File: config.mk
export PLATFORM = sky130hd
export DESIGN_NAME = mvng_ram
export DESIGN_NICKNAME = d
export VERILOG_FILES = /design/src/mvng_ram.sv
export SDC_FILE = /design/constraint.sdc
export NUM_CORES = 1
export LEC_CHECK = 0
export BUFFER_PORTS_ARGS = -buffer_cell sky130_fd_sc_hd__buf_2
export CAP_MARGIN = 15
export CORE_ASPECT_RATIO = 0.8
export CORE_MARGIN = 2
export CORE_UTILIZATION = 65
export DETAILED_ROUTE_END_ITERATION = 8
export PLACE_DENSITY = 0.91
export SYNTH_ARGS = -nofsm -noshare
export SYNTH_HDL_FRONTEND = slang
export SYNTH_SLANG_ARGS = --single-unit
File: constraint.sdc
create_clock -name i_clk -period 4.4 [get_ports i_clk]
set_clock_uncertainty 0.1 [all_clocks]
set_input_delay 0.66 -clock i_clk [delete_from_list [all_inputs] [get_ports i_clk]]
set_output_delay 0.66 -clock i_clk [all_outputs]
set_load 0.005 [all_outputs]
File: src/mvng_ram.sv
// ----------------------------------------------------------------------------
// mvng_ram
// Simple dual-port RAM, one write and one registered read port.
// ----------------------------------------------------------------------------
module mvng_ram #(
    parameter int WIDTH = 8,
    parameter int DEPTH = 16
) (
    input  logic                     i_clk,
    input  logic                     i_we,
    input  logic [$clog2(DEPTH)-1:0] i_waddr,
    input  logic [WIDTH-1:0]         i_wdata,
    input  logic [$clog2(DEPTH)-1:0] i_raddr,
    output logic [WIDTH-1:0]         o_rdata
);
    logic [WIDTH-1:0] r_mem [DEPTH];
    logic [WIDTH-1:0] r_rdata;

    always_ff @(posedge i_clk) begin
        if (i_we) begin
            r_mem[i_waddr] <= i_wdata;
        end
        r_rdata <= r_mem[i_raddr];
    end

    assign o_rdata = r_rdata;
endmodule

### Yosys cells after proc, flatten, opt, wreduce, memory -nomap -nowiden

Memories as Yosys holds them, arrays and structs flattened. A register that Yosys moved wholly into a read port is not among the register bits.
Index checks and enable logic that the tools add are counted.

| word-level totals | value |
|---|---|
| bits in registers | 0 |
| memory bits (writable) | 128 |
| bits of input ports | 18 |
| logic and storage cells | 3 |
| memories kept | 1 |

| cells by class | value |
|---|---|
| mux-type cells | 2 |

Memory list:

| memory | depth | width | read ports | clocked after Yosys merged registers in | write ports | RTL line | RTL |
|---|---|---|---|---|---|---|---|
| r_mem | 16 | 8 | 1 | 1 | 1 | 16 | `logic [WIDTH-1:0] r_mem [DEPTH];` |

Operators by type and width:

| kind | count |
|---|---|
| 1-bit 2-to-1 mux | 2 |

### Logic depth before layout (Yosys ltp)

| depth | value |
|---|---|
| depth in word-level cells | 2 |
| mapped depth | 5 |
| mapped depth without buffers | 3 |

### Worst setup path before layout

Ideal clock, no wire load.

| timing path | value |
|---|---|
| kind | input -> register |
| start | input port i_waddr[2] |
| end | memory r_mem[0][0], enable pin |
| setup time | 383 ps |
| arrival | 1,770 ps |
| data required time | 3,917 ps |
| path slack | 2,147 ps |
| stages on the path | 2 |
| buffers on the path | 0 |
| path through | or3b_2 > nor3_1 |

RTL lines:

| element | RTL line | RTL |
|---|---|---|
| start: declaration | 11 | `input logic [$clog2(DEPTH)-1:0] i_waddr,` |
| end: declaration | 16 |  |

Straight into the memory's write port.

==> metrics.md <==
| Metric | Value |
|---|---|
| Dpl hpwl | `5.92 mm` |
| Highest clock rate | `0.452 GHz` |
| Synth Area in Adders | `0%` |
| Hold Fails Final Rpt | `0` |
| Mapped cell area | `between 0.005 and 0.006 mm²` |
| Largest net degree at the start of global routing | `33` |
| Final Max Tran Viols | `0` |
| PostCTS Resize Cnt | `0` |
| Congestion Overflow GR | `0` |
| CTS tree | `yes` |
| Register area share after synthesis | `between 70% and 80%` |
| Tot Pwr | `about 3.0 mW` |
| Critical Path Source | `i_raddr[0]` |
| # rows | `28` |
| Critical Path, Cell by Cell | `buf_2 > mux4_1 > a22oi_1 > nand2_1` |
| Die Area | `roughly 0.0087 mm²` |
| Crit-path max cell delay | `~0.75 ns` |
| Endpoints failing setup | `0` |
| Top post-synthesis cells by area | `edfxtp_1, mux4_2, mux4_1` |
| R2R Setup Slk | `approximately 2.9 ns` |
| Core Box Area | `around 0.0075 mm²` |
| Setup Crit Path Kind | `in -> reg` |
| Fill cell count | `around 350` |
| Gate Count Post-Synth | `roughly 230` |
| Synth Area in Compound Gates | `under 10%` |
| Mux contribution to synthesized area | `15.0%` |
| Antenna violations before repair | `0` |
| WL/cell | `27.9 µm` |
| Run status | `completed` |
| Setup TNS | `0 ns` |
| DRC errors left | `0` |
| RePlAce Congestion | `roughly 0.74` |
| LEAKAGE | `2.00 nW` |
| Simple-Gate Fraction of Synth Area | `under 10%` |
| CP Depth | `4` |
| CTS hold repair buffers | `0` |
| Arrival time at the worst endpoint | `between 2 and 3 ns` |
| CP Capture Point | `o_rdata[1]` |
| First-pass GRT wire length | `between 15 and 20 mm` |
| Gr usage total | `a little over a quarter` |
| CTS Sinks | `136` |
| Most frequent cells in the layout | `edfxtp_1, buf_2, mux4_2, a22oi_1, clkbuf_16` |
| Chip Width | `roughly 100 µm` |
| First DRT Iteration DRCs | `slightly below 300` |
| R2r endpoint | `o_rdata[5]` |
| Fin crit period | `2.21 ns` |
| Netlist cell types | `19` |
| Delay-heaviest family, CP | `buffers and inverters` |
| Multi-input gate area | `between 0.001 and 0.0015 mm²` |
| Post-route ant nets | `0` |
| CTS Buffer Depth | `2` |
| Worst-margin pin slew | `about 1 ns` |
| CP endpoint kind | `flop` |
| Synthesis Warnings | `0` |
| CP Data Required Time | `4.69 ns` |
| Slowest stage cell, crit path | `buf_2` |
| Commonest non-fill, non-tap cell in the layout | `edfxtp_1` |
| Worst-skew pair later-pin latency | `about 0.52 ns` |
| Yosys reg bits | `between 100 and 150` |
| Drt via density | `between 6 and 7` |
| Area growth from synthesis to layout | `15.1%` |
| RR Startpoint | `r_mem[9][5]` |
| I/O Buffers | `25` |
| Placed Area | `between 0.005 and 0.006 mm²` |
| Crit-path max FO | `32` |
| Period utilization | `50.2%` |
| Starting Density | `between 60% and 70%` |
| DRT Wirelength | `approximately 11 mm` |
| Final Cell Area | `0.00592 mm²` |
| Synthesized area per cell | `between 20 and 25 µm²` |
| R2R depth | `3` |
| Cell accounting for the most synthesized area | `edfxtp_1` |
| Max-Cap Viols | `0` |
| RSZ-0062 raised after global routing | `false` |
| DR pass1 iterations | `5` |
| CTS H-Tree Depth | `4` |
| Mapped Nets | `247` |
| Max_slew headroom | `between 30 and 40%` |
| Peak supply drop | `between 0.3 and 0.4 mV` |
| Clk slew on worst S/H paths | `0.06 ns` |
| Worst Hold Class | `in -> reg` |
| Layout cells sized above 1 | `a little over a quarter` |
| Post-CTS Setup Inserts | `0` |
| Root buf cell | `clkbuf_8` |
| # IOs | `26` |
| Critical path buffers and inverters | `1` |
| Antenna diode count | `0` |
| Power Density | `~500 mW/mm²` |
| CTS Buf Count | `17` |
| Register area | `0.00400 mm²` |
| Fin nets | `around 290` |
| Number of global-route vias before repair | `2472` |
| Post-synth top area share | `74.7%` |
| Die Span Y | `roughly 84 µm` |
| CP Launch Type | `input port` |
| Largest family of logic cells by synthesized area | `multiplexers` |
| Post-Synth XOR/XNOR Area | `0%` |
| Via Count | `roughly 2500` |
-- per-stage QoR --
step / hold WS, ns / cells / setup slack [ns] / utilization (%)
2_1_floorplan: 0.529 / 229 / 2.15 / -
3_3_place_gp: 0.548 / 352 / 1.68 / 70.9
3_5_place_dp: 0.572 / 352 / 1.62 / 70.9
4_1_cts: 0.396 / 383 / 2.13 / 78.6
5_1_grt: 0.421 / 384 / 2.07 / 78.6
6_report: 0.424 / 384 / 2.19 / 78.6
-- Yosys cell counts --
cell type,count
nor2_1,13
nor3_1,4
nand2_1,9
buf_2,3
a22oi_1,16
buf_6,3
nor2b_1,1
dfxtp_1,8
nand2b_1,2
and2b_1,1
buf_4,1
and2_1,1
clkdlybuf4s25_2,3
mux4_2,18
or3b_2,1
nand3_1,1
mux4_1,14
nand3b_1,2
edfxtp_1,128
-- power breakdown --
| part | total [mW] | switching (mW) | leakage [nW] | internal (mW) |
|---|---|---|---|---|
| registers | 1.46 | 0.0121 | 1.22 | 1.45 |
| logic | 0.127 | 0.0746 | 0.492 | 0.0520 |
| clock network | 1.39 | 0.500 | 0.282 | 0.886 |
| total | 2.97 | 0.587 | 2.00 | 2.39 |
-- flip-flops by register name (all words and copies together) (netlist names) --
name	cells
o_rdata	8
r_mem	128
-- layer usage --
metal | track usage [%] | part of all wire [%] | vias to the layer above
li1 | - | - | 1050
met1 | 40.2 | 41 | 1335
met2 | 39.8 | 50 | 148
met3 | 8.54 | 7.6 | 14
met4 | 9.21 | 1.1 | 0
met5 | 0 | 0 | -
-- worst min-delay path by stage --
stage                       from            to  slack [ns]  depth (start not counted)
finish                i_wdata[1]   r_mem[7][1]        0.42                          1
global route          i_wdata[1]  r_mem[10][1]        0.42                          1
CTS                   i_wdata[1]  r_mem[10][1]        0.40                          1
detailed placement  r_mem[14][3]    o_rdata[3]        0.57                          3
global placement    r_mem[14][1]    o_rdata[1]        0.55                          3
floorplan            r_mem[7][0]    o_rdata[0]        0.53                          3
-- final cells by class --
| type | instances | share of cell area (%) |
|---|---|---|
| multi-input combinational | 83 | 17.8 |
| sequential | 136 | 67.6 |
| clock inverter | 9 | 2.11 |
| clock buffer | 22 | 7.65 |
| timing repair buffer | 29 | 2.58 |
| tap | 105 | 2.22 |
-- cell families (layout without fill, tap and decap cells) --
kind of cell	Yosys count	after routing
buffers and inverters	10	60
multiplexers	32	32
AO/OA/AOI/OAI	16	16
flip-flops	136	136
AND/OR/NAND/NOR	35	35
(Power assumes the default switching activity.)
