$ cat src/mvng_pkg.sv
// ----------------------------------------------------------------------------
// mvng_pkg
// Shared types and constants for the vertex normal generator.
// ----------------------------------------------------------------------------
package mvng_pkg;

    localparam int IDX_W   = 10;   // vertex index field
    localparam int POS_W   = 16;   // Q7.8 coordinate
    localparam int EDGE_W  = 17;   // difference of two coordinates
    localparam int CROSS_W = 36;   // cross product component, signed
    localparam int ACC_W   = 24;   // accumulator, signed
    localparam int NRM_W   = 16;   // Q1.14 normal component
    localparam int MAG_W   = 16;   // magnitude after common shift

    localparam logic signed [ACC_W-1:0] ACC_MAX = 24'sh7FFFFF;
    localparam logic signed [ACC_W-1:0] ACC_MIN = 24'sh800000;
    localparam logic [14:0]             UNIT_Q  = 15'd16384;

    typedef enum logic [1:0] {
        OP_LOAD = 2'd0,
        OP_TRI  = 2'd1,
        OP_READ = 2'd2
    } t_op;

    typedef enum logic [3:0] {
        ST_CLEAR,
        ST_IDLE,
        ST_RD_A,
        ST_RD_B,
        ST_RD_C,
        ST_EDGE,
        ST_CROSS,
        ST_CHECK,
        ST_TRI_NORM,
        ST_ACC_RD,
        ST_ACC_WR,
        ST_RD_ACC,
        ST_RD_CHK,
        ST_RD_NORM,
        ST_OUT
    } t_state;

    typedef enum logic [2:0] {
        NS_IDLE,
        NS_SHIFT,
        NS_SQ,
        NS_LEN,
        NS_SRCH,
        NS_DONE
    } t_nstate;

    typedef struct packed {
        logic                    done;
        logic signed [NRM_W-1:0] qx;
        logic signed [NRM_W-1:0] qy;
        logic signed [NRM_W-1:0] qz;
    } t_norm_res;

endpackage

$ cat src/mvng_norm.sv
// ----------------------------------------------------------------------------
// mvng_norm
// Iterative unit-vector scaler: common shift, squares, bit-serial root search.
// ----------------------------------------------------------------------------
module mvng_norm (
    input  logic                                i_clk,
    input  logic                                i_rst_n,
    input  logic                                i_start,
    input  logic signed [mvng_pkg::CROSS_W-1:0] i_vx,
    input  logic signed [mvng_pkg::CROSS_W-1:0] i_vy,
    input  logic signed [mvng_pkg::CROSS_W-1:0] i_vz,
    output mvng_pkg::t_norm_res                 o_res
);
    localparam int CW = mvng_pkg::CROSS_W;
    localparam int MW = mvng_pkg::MAG_W;

    mvng_pkg::t_nstate r_state, n_state;

    logic [CW-1:0]           r_m [3];
    logic [2:0]              r_neg;
    logic [31:0]             r_sq [3];
    logic [33:0]             r_len;
    logic [1:0]              r_idx;
    logic [3:0]              r_bit;
    logic [14:0]             r_r;
    logic [65:0]             r_p;    // r*r*len
    logic [48:0]             r_rl;   // r*len
    logic signed [15:0]      r_q [3];

    logic                    big;
    logic [65:0]             tt;
    logic [65:0]             target;
    logic                    take;
    logic [14:0]             r_new;
    logic signed [15:0]      qv;

    function automatic logic [CW-1:0] mag(input logic signed [CW-1:0] v);
        mag = v[CW-1] ? CW'(-v) : CW'(v);
    endfunction

    assign big = (r_m[0][CW-1:MW] != '0) || (r_m[1][CW-1:MW] != '0)
              || (r_m[2][CW-1:MW] != '0);

    // (r + 2^b)^2 * L = P + R*2^(b+1) + L*2^(2b)
    assign target = {6'b0, r_sq[r_idx], 28'b0};
    assign tt     = r_p + ({17'b0, r_rl} << (r_bit + 4'd1))
                  + ({32'b0, r_len} << {r_bit, 1'b0});
    assign take   = (r_r != mvng_pkg::UNIT_Q) && (tt <= target);
    assign r_new  = take ? (r_r | (15'd1 << r_bit)) : r_r;
    assign qv     = 16'(r_new);

    always_ff @(posedge i_clk) begin
        if (!i_rst_n) begin
            r_state <= mvng_pkg::NS_IDLE;
        end else begin
            r_state <= n_state;
        end
    end

    always_comb begin
        n_state = r_state;
        unique case (r_state)
            mvng_pkg::NS_IDLE:  if (i_start) n_state = mvng_pkg::NS_SHIFT;
            mvng_pkg::NS_SHIFT: if (!big) n_state = mvng_pkg::NS_SQ;
            mvng_pkg::NS_SQ:    if (r_idx == 2'd2) n_state = mvng_pkg::NS_LEN;
            mvng_pkg::NS_LEN:   n_state = mvng_pkg::NS_SRCH;
            mvng_pkg::NS_SRCH:  if (r_bit == 4'd0 && r_idx == 2'd2) begin
                n_state = mvng_pkg::NS_DONE;
            end
            mvng_pkg::NS_DONE:  n_state = mvng_pkg::NS_IDLE;
            default:            n_state = mvng_pkg::NS_IDLE;
        endcase
        o_res.done = (r_state == mvng_pkg::NS_DONE);
        o_res.qx   = r_q[0];
        o_res.qy   = r_q[1];
        o_res.qz   = r_q[2];
    end

    always_ff @(posedge i_clk) begin
        case (r_state)
            mvng_pkg::NS_IDLE: begin
                if (i_start) begin
                    r_m[0] <= mag(i_vx);
                    r_m[1] <= mag(i_vy);
                    r_m[2] <= mag(i_vz);
                    r_neg  <= {i_vz[CW-1], i_vy[CW-1], i_vx[CW-1]};
                    r_idx  <= 2'd0;
                end
            end
            mvng_pkg::NS_SHIFT: begin
                if (big) begin
                    r_m[0] <= r_m[0] >> 1;
                    r_m[1] <= r_m[1] >> 1;
                    r_m[2] <= r_m[2] >> 1;
                end
            end
            mvng_pkg::NS_SQ: begin
                r_sq[r_idx] <= 32'(r_m[r_idx][MW-1:0]) * 32'(r_m[r_idx][MW-1:0]);
                r_idx       <= (r_idx == 2'd2) ? 2'd0 : r_idx + 2'd1;
            end
            mvng_pkg::NS_LEN: begin
                r_len <= 34'(r_sq[0]) + 34'(r_sq[1]) + 34'(r_sq[2]);
                r_bit <= 4'd14;
                r_r   <= '0;
                r_p   <= '0;
                r_rl  <= '0;
                r_idx <= 2'd0;
            end
            mvng_pkg::NS_SRCH: begin
                if (r_bit == 4'd0) begin
                    r_q[r_idx] <= r_neg[r_idx] ? -qv : qv;
                    r_idx      <= r_idx + 2'd1;
                    r_bit      <= 4'd14;
                    r_r        <= '0;
                    r_p        <= '0;
                    r_rl       <= '0;
                end else begin
                    if (take) begin
                        r_p  <= tt;
                        r_rl <= r_rl + ({15'b0, r_len} << r_bit);
                        r_r  <= r_new;
                    end
                    r_bit <= r_bit - 4'd1;
                end
            end
            default: ;
        endcase
    end
endmodule

$ cat config.mk
export PLATFORM = sky130hd
export DESIGN_NAME = mvng_norm
export DESIGN_NICKNAME = d
export VERILOG_FILES = /design/src/mvng_pkg.sv /design/src/mvng_norm.sv
export SDC_FILE = /design/constraint.sdc
export NUM_CORES = 2
export LEC_CHECK = 0
export ABC_CLOCK_PERIOD_IN_PS = 33200
export BUFFER_PORTS_ARGS = -buffer_cell sky130_fd_sc_hd__buf_2
export CORE_MARGIN = 8
export CORE_UTILIZATION = 55
export CTS_BUF_LIST = sky130_fd_sc_hd__clkbuf_8
export CTS_CLUSTER_SIZE = 8
export DETAILED_ROUTE_END_ITERATION = 7
export PLACE_DENSITY = 0.72
export SLEW_MARGIN = 20
export SYNTH_ARGS = -nofsm -noshare
export SYNTH_HDL_FRONTEND = slang
export SYNTH_SLANG_ARGS = --single-unit
$ cat constraint.sdc
create_clock -name i_clk -period 33.2 [get_ports i_clk]
set_clock_uncertainty 0.05 [all_clocks]
set_input_delay 3.32 -clock i_clk [delete_from_list [all_inputs] [get_ports i_clk]]
set_output_delay 3.32 -clock i_clk [all_outputs]
set_load 0.05 [all_outputs]
# Word-level counts from Yosys, hierarchy flattened
# Memory sizes are Yosys's and may differ from the RTL's. A register that Yosys moved wholly into a read port is not among the register bits.
# Index checks and enable logic that the tools add are counted.
totals:
  register_bits: 176
  ram_bits: 252
  in_bits: 111
  output_inout_bits: 49
  memories: 3
op_classes:
  n_addsub: 12
  n_mul: 1
  order_cmp: 2
  eq_ne: 13
  shifts: 4
  muxes: 43
  bitwise_logic: 4
  reduce_logical: 15
mem_list:
  columns: ["name", "depth", "width", "rd", "rd_clocked_by_memory_dff", "write_ports", "line", "text"]
  rows:
  - ["r_m", 3, 36, 4, 1, 3, "mvng_norm.sv:19", "logic [CW-1:0] r_m [3];"]
  - ["r_sq", 3, 32, 4, 1, 1, "mvng_norm.sv:21", "logic [31:0] r_sq [3];"]
  - ["r_q", 3, 16, 3, 0, 1, "mvng_norm.sv:28", "logic signed [15:0] r_q [3];"]
op_table:
  columns: ["operator", "count"]
  rows:
  - ["two-way mux 36 bit", 6]
  - ["adder 66 bit", 2]
  - ["two-way mux 66 bit", 2]
  - ["one-hot mux 66 bit (2 select lines)", 1]
  - ["negator 36 bit", 3]
  - ["two-way mux 49 bit", 2]
  - ["one-hot mux 49 bit (2 select lines)", 1]
  - ["less-or-equal comparator 66 x 60 -> 1 bit", 1]
  - ["<< shifter 34 x 5 -> 66 bit", 1]
  - ["<< shifter 49 x 4 -> 66 bit", 1]
  - ["nonzero test 20 bit", 3]
  - ["adder 49 bit", 1]
  - ["<< shifter 34 x 4 -> 49 bit", 1]
  - ["two-way mux 15 bit", 3]
  - ["adder 33 x 32 -> 34 bit", 1]
  - ["adder 32 x 32 -> 33 bit", 1]
  - ["multiplier 16 x 16 -> 32 bit", 1]
  - ["one-hot mux 15 bit (2 select lines)", 1]
  - ["two-way mux 16 bit", 1]
  - ["negator 15 -> 16 bit", 1]
  - ["!= test 15 bit (second input constant)", 1]
  - ["bitwise OR 15 bit", 1]
  - ["one-hot mux 3 bit (5 select lines)", 1]
  - ["<< shifter 1 x 4 -> 15 bit (first input constant)", 1]
  - ["27 further kinds", 56]

# Longest topological paths before layout
depth:
  word_depth: 10
  depth_mapped: 52
  ltp_nobuf: 44

# Worst setup path after synthesis
# No wires, ideal clock.
synth_path:
  path_type: "reg-to-reg"
  from: "register r_bit[1]"
  to: "register r_p[0], enable pin"
  setup_time_ns: 0.799
  arrival_ns: 17.751
  path_slack_ns: 14.601
  path_stages_with_launch: 46
  path_cell_list: "edfxtp_1 inv_1 clkbuf_1 clkbuf_1 ha_1 clkbuf_1 buf_1 clkbuf_1 mux2i_1 a21oi_1 nand2_1 o21ai_0 nand2_1 o21ai_0 fa_1 ha_1 buf_2 a21oi_1 (+10 left out) xnor2_1 ha_1 nand4_1 nor2_1 nand4_1 a2111oi_0 o2111ai_1 nor4b_1 nand4_1 nor3_1 o211ai_1 and4b_1 buf_6 and2_4 buf_6 buf_4 a21oi_1 o21ai_0"
synth_via:
  elab_chain_len: 8
  word_cells_on_any_way: 10
  cone_classes: "add/sub (3); order compare (1); eq/ne (1); shift (2); reduce/logical (3)"
synth_lines:
  columns: ["item", "line", "text"]
  rows:
  - ["start, declared", "mvng_norm.sv:24", "logic [3:0] r_bit;"]
  - ["start signal, assigned", "mvng_norm.sv:123", "r_bit <= r_bit - 4'd1;"]
  - ["adder 4 x 1 -> 4 bit", "mvng_norm.sv:46", "assign tt = r_p + ({17'b0, r_rl} << (r_bit + 4'd1))"]
  - ["<< shifter 49 x 4 -> 66 bit", "mvng_norm.sv:46", null]
  - ["adder 66 bit", "mvng_norm.sv:46", null]
  - ["adder 66 bit (*)", "mvng_norm.sv:47", "+ ({32'b0, r_len} << {r_bit, 1'b0});"]
  - ["net tt[48]", "mvng_norm.sv:31", "logic [65:0] tt;"]
  - ["less-or-equal comparator 66 x 60 -> 1 bit (*)", "mvng_norm.sv:48", "assign take = (r_r != mvng_pkg::UNIT_Q) && (tt <= target);"]
  - ["logical AND 1 bit (*)", "mvng_norm.sv:48", null]
  - ["!= test 3 bit (no source line) (*)", null, null]
  - ["AND reduction 2 bit (no source line) (*)", null, null]
  - ["end signal, assigned", "mvng_norm.sv:119", "r_p <= tt;"]
  - ["end, declared", "mvng_norm.sv:26", "logic [65:0] r_p;"]
# The timed path passes the listed nets; every way through them passes the cells marked *.
# A chain may end at the register's enable or synchronous reset.

# Worst setup path in the final report
layout_path:
  from: "register r_bit[0]"
  to: "register r_r[10], enable pin"
layout_via:
  elab_chain_len: 8
  word_cells_on_any_way: 10
  cone_classes: "add/sub (3); order compare (1); eq/ne (1); shift (2); reduce/logical (3)"
layout_lines:
  columns: ["item", "line", "text"]
  rows:
  - ["adder 4 x 1 -> 4 bit", "mvng_norm.sv:46", null]
  - ["<< shifter 49 x 4 -> 66 bit", "mvng_norm.sv:46", null]
  - ["adder 66 bit", "mvng_norm.sv:46", null]
  - ["adder 66 bit (*)", "mvng_norm.sv:47", null]
  - ["net tt[56]", "mvng_norm.sv:31", null]
  - ["less-or-equal comparator 66 x 60 -> 1 bit (*)", "mvng_norm.sv:48", null]
  - ["logical AND 1 bit (*)", "mvng_norm.sv:48", null]
  - ["!= test 3 bit (no source line) (*)", null, null]
  - ["AND reduction 2 bit (no source line) (*)", null, null]
  - ["end signal, assigned", "mvng_norm.sv:121", "r_r <= r_new;"]
  - ["end, declared", "mvng_norm.sv:25", "logic [14:0] r_r;"]
# Marks and branches as above.

==> qor.yml <==
status: "completed"
grt_pass1_vias: 34333
syn_avg_cell_area_um2: 9.66
gp_congestion: 1.02
initial_core_util: 0.554
cts-root-buf: "clkbuf_8"
cts.sinks: 458
area_growth_syn_to_layout_pct: 7.51
rsz0062_at_grt: "no"
crit_required_ps: 33460
antenna_found_initial: 7
drv_cap: 0
critPathKind: "register to register"
die_h_um: 295
r2r-start: "r_bit[0]"
drv_slew: 0
ios: 160
insertion_delay_ps: 740
timing.fmax_mhz: 78.5
post_cts_resized: 0
end_kind: "register"
fp.coreArea_um2: 77200
arrival_ps: 13010
start_kind: "register"
hold_path.class: "register to register"
slowest_delay_ps: 790
fin_crit_sh: 0.384
synth_cells: 4427
vias: 34557
cts_buffers: 82
first_iter_violations: 3339
crit_start: "r_bit[0]"
rows: 102
slowest_stage: "edfxtp_1"
cts_tree: "yes"
grt.overflow.total: 0
final_nets: 5162
numPortBuffers: 159
wl_per_cell_um: 23.1
ys_warn_count: 0
yosys-top-cells-area: "edfxtp_1, fa_1, ha_1"
layout_common_cells: "edfxtp_1, nand2_1, nor2_1"
setup_violations: 0
fillers: 6750
setup-tns-final_ps: 0
grt_max_degree: 216
cts_hold_buffers: 0
grt_usage: 0.295
hold_start: "r_m[2][21]"
synth-seq-cells: 458
postRouteWirelength_mm: 130
synth_area_leader_cell: "edfxtp_1"
fin_crit_ps: 12740
drt-vias-per-instance: 6.16
tightest_slew_ps: 1110
synth_edf_count: 453
crit_path_max_fanout: 84
first_pass_iters: 7
final_common_cell: "edfxtp_1"
die_x_um: 295
antenna_left: 0
hold_viol_final: 0
cts_setup_buffers: 0
clkTransAtPathRegs_ps: 70
synth_ff_type: "edfxtp_1"
drc_errors: 0
syn_area_um2: 42800
synth-seq-area-share: 0.320
synth_cell_type_count: 92
dieArea_um2: 86900
dp_hpwl_mm: 103
clk_path_buf_depth: 3
async_flop_share: 0
grt_pass1_wl_mm: 200
slew_headroom: 0.252
cts_max_level: 3
synth_top_area_share: 0.318
layout-drive-gt1-share: 0.100
-- synthesized netlist by cell type, types with 39 or more instances --
library cell,n
mux2i_1,141
nor2_1,431
a21oi_1,257
buf_1,39
and2_1,76
nor2b_1,39
o21ai_0,342
nor3_1,68
clkbuf_1,153
nand2b_1,61
or3_1,46
fa_1,263
a21o_1,100
mux4_2,67
and3_1,48
ha_1,283
inv_1,308
edfxtp_1,453
o21a_1,41
xnor2_1,99
xor2_1,155
nand3_1,54
nand2_1,435
-- worst paths after layout --
kind | endpoint | slack, ps | depth (start not counted)
hold / removal | r_m[2][20] | 500 | 2
setup reg to reg | r_r[10] | 20460 | 36
hold reg to reg | r_m[2][20] | 500 | 2
setup / recovery | r_r[10] | 20460 | 36
-- final cells by class --
class / instances / area, um2 / share of cell area
sequential: 458 / 13700 / 0.298
antenna: 4 / 10.0 / 0.000218
clock inverter: 55 / 337 / 0.00732
multi-input combinational: 3448 / 27100 / 0.590
inverter: 316 / 1190 / 0.0258
clock buffer: 86 / 1180 / 0.0257
tap: 1040 / 1300 / 0.0283
timing repair buffer: 199 / 1110 / 0.0241
-- registers in the layout (all words and copies together), names as in the netlist, 4 cells and up, named ones only --
| name | count |
|---|---|
| r_sq | 124 |
| r_m | 108 |
| r_p | 66 |
| r_rl | 49 |
| r_q | 48 |
| r_len | 34 |
| r_r | 15 |
| r_bit | 4 |
-- worst max-delay path: cells and delay by family (launching register included) --
| kind | cells | cell delay (ps) |
|---|---|---|
| AO/OA/AOI/OAI | 11 | 3470 |
| AND/OR/NAND/NOR | 16 | 3470 |
| buffers and inverters | 4 | 2630 |
| adder cells (fa/ha/maj) | 3 | 1240 |
| flip-flops | 1 | 790 |
| multiplexers | 1 | 330 |
| XOR/XNOR | 1 | 180 |
-- through the flow --
step                       util  hold slack [ps]  cell area (um2)  worst slack (ps)  cells
after global placement    0.576              482            44400             21130   5461
final                     0.595              497            46000             20460   5606
after detailed placement  0.576              492            44400             20870   5461
after CTS                 0.595              489            46000             20880   5602
after global routing      0.595              516            46000             19640   5605
after floorplan               -              471            42800             14600   4429
-- cells by family after synthesis --
kind of cell	Yosys count	share of synthesized area
AO/OA/AOI/OAI	1030	0.150
XOR/XNOR	254	0.0520
adder cells (fa/ha/maj)	546	0.206
buffers and inverters	523	0.0469
flip-flops	458	0.320
multiplexers	224	0.0725
other	1	0.0000877
AND/OR/NAND/NOR	1391	0.152
-- metal layers --
layer / track usage / share of wire
met2: 0.489 / 0.47
met4: 0.131 / 0.052
met5: 0 / 0.00010
met1: 0.382 / 0.40
met3: 0.0470 / 0.075
Power is not shown: default switching activity piles up to over one toggle a cycle in this logic, so the estimate is an artifact.
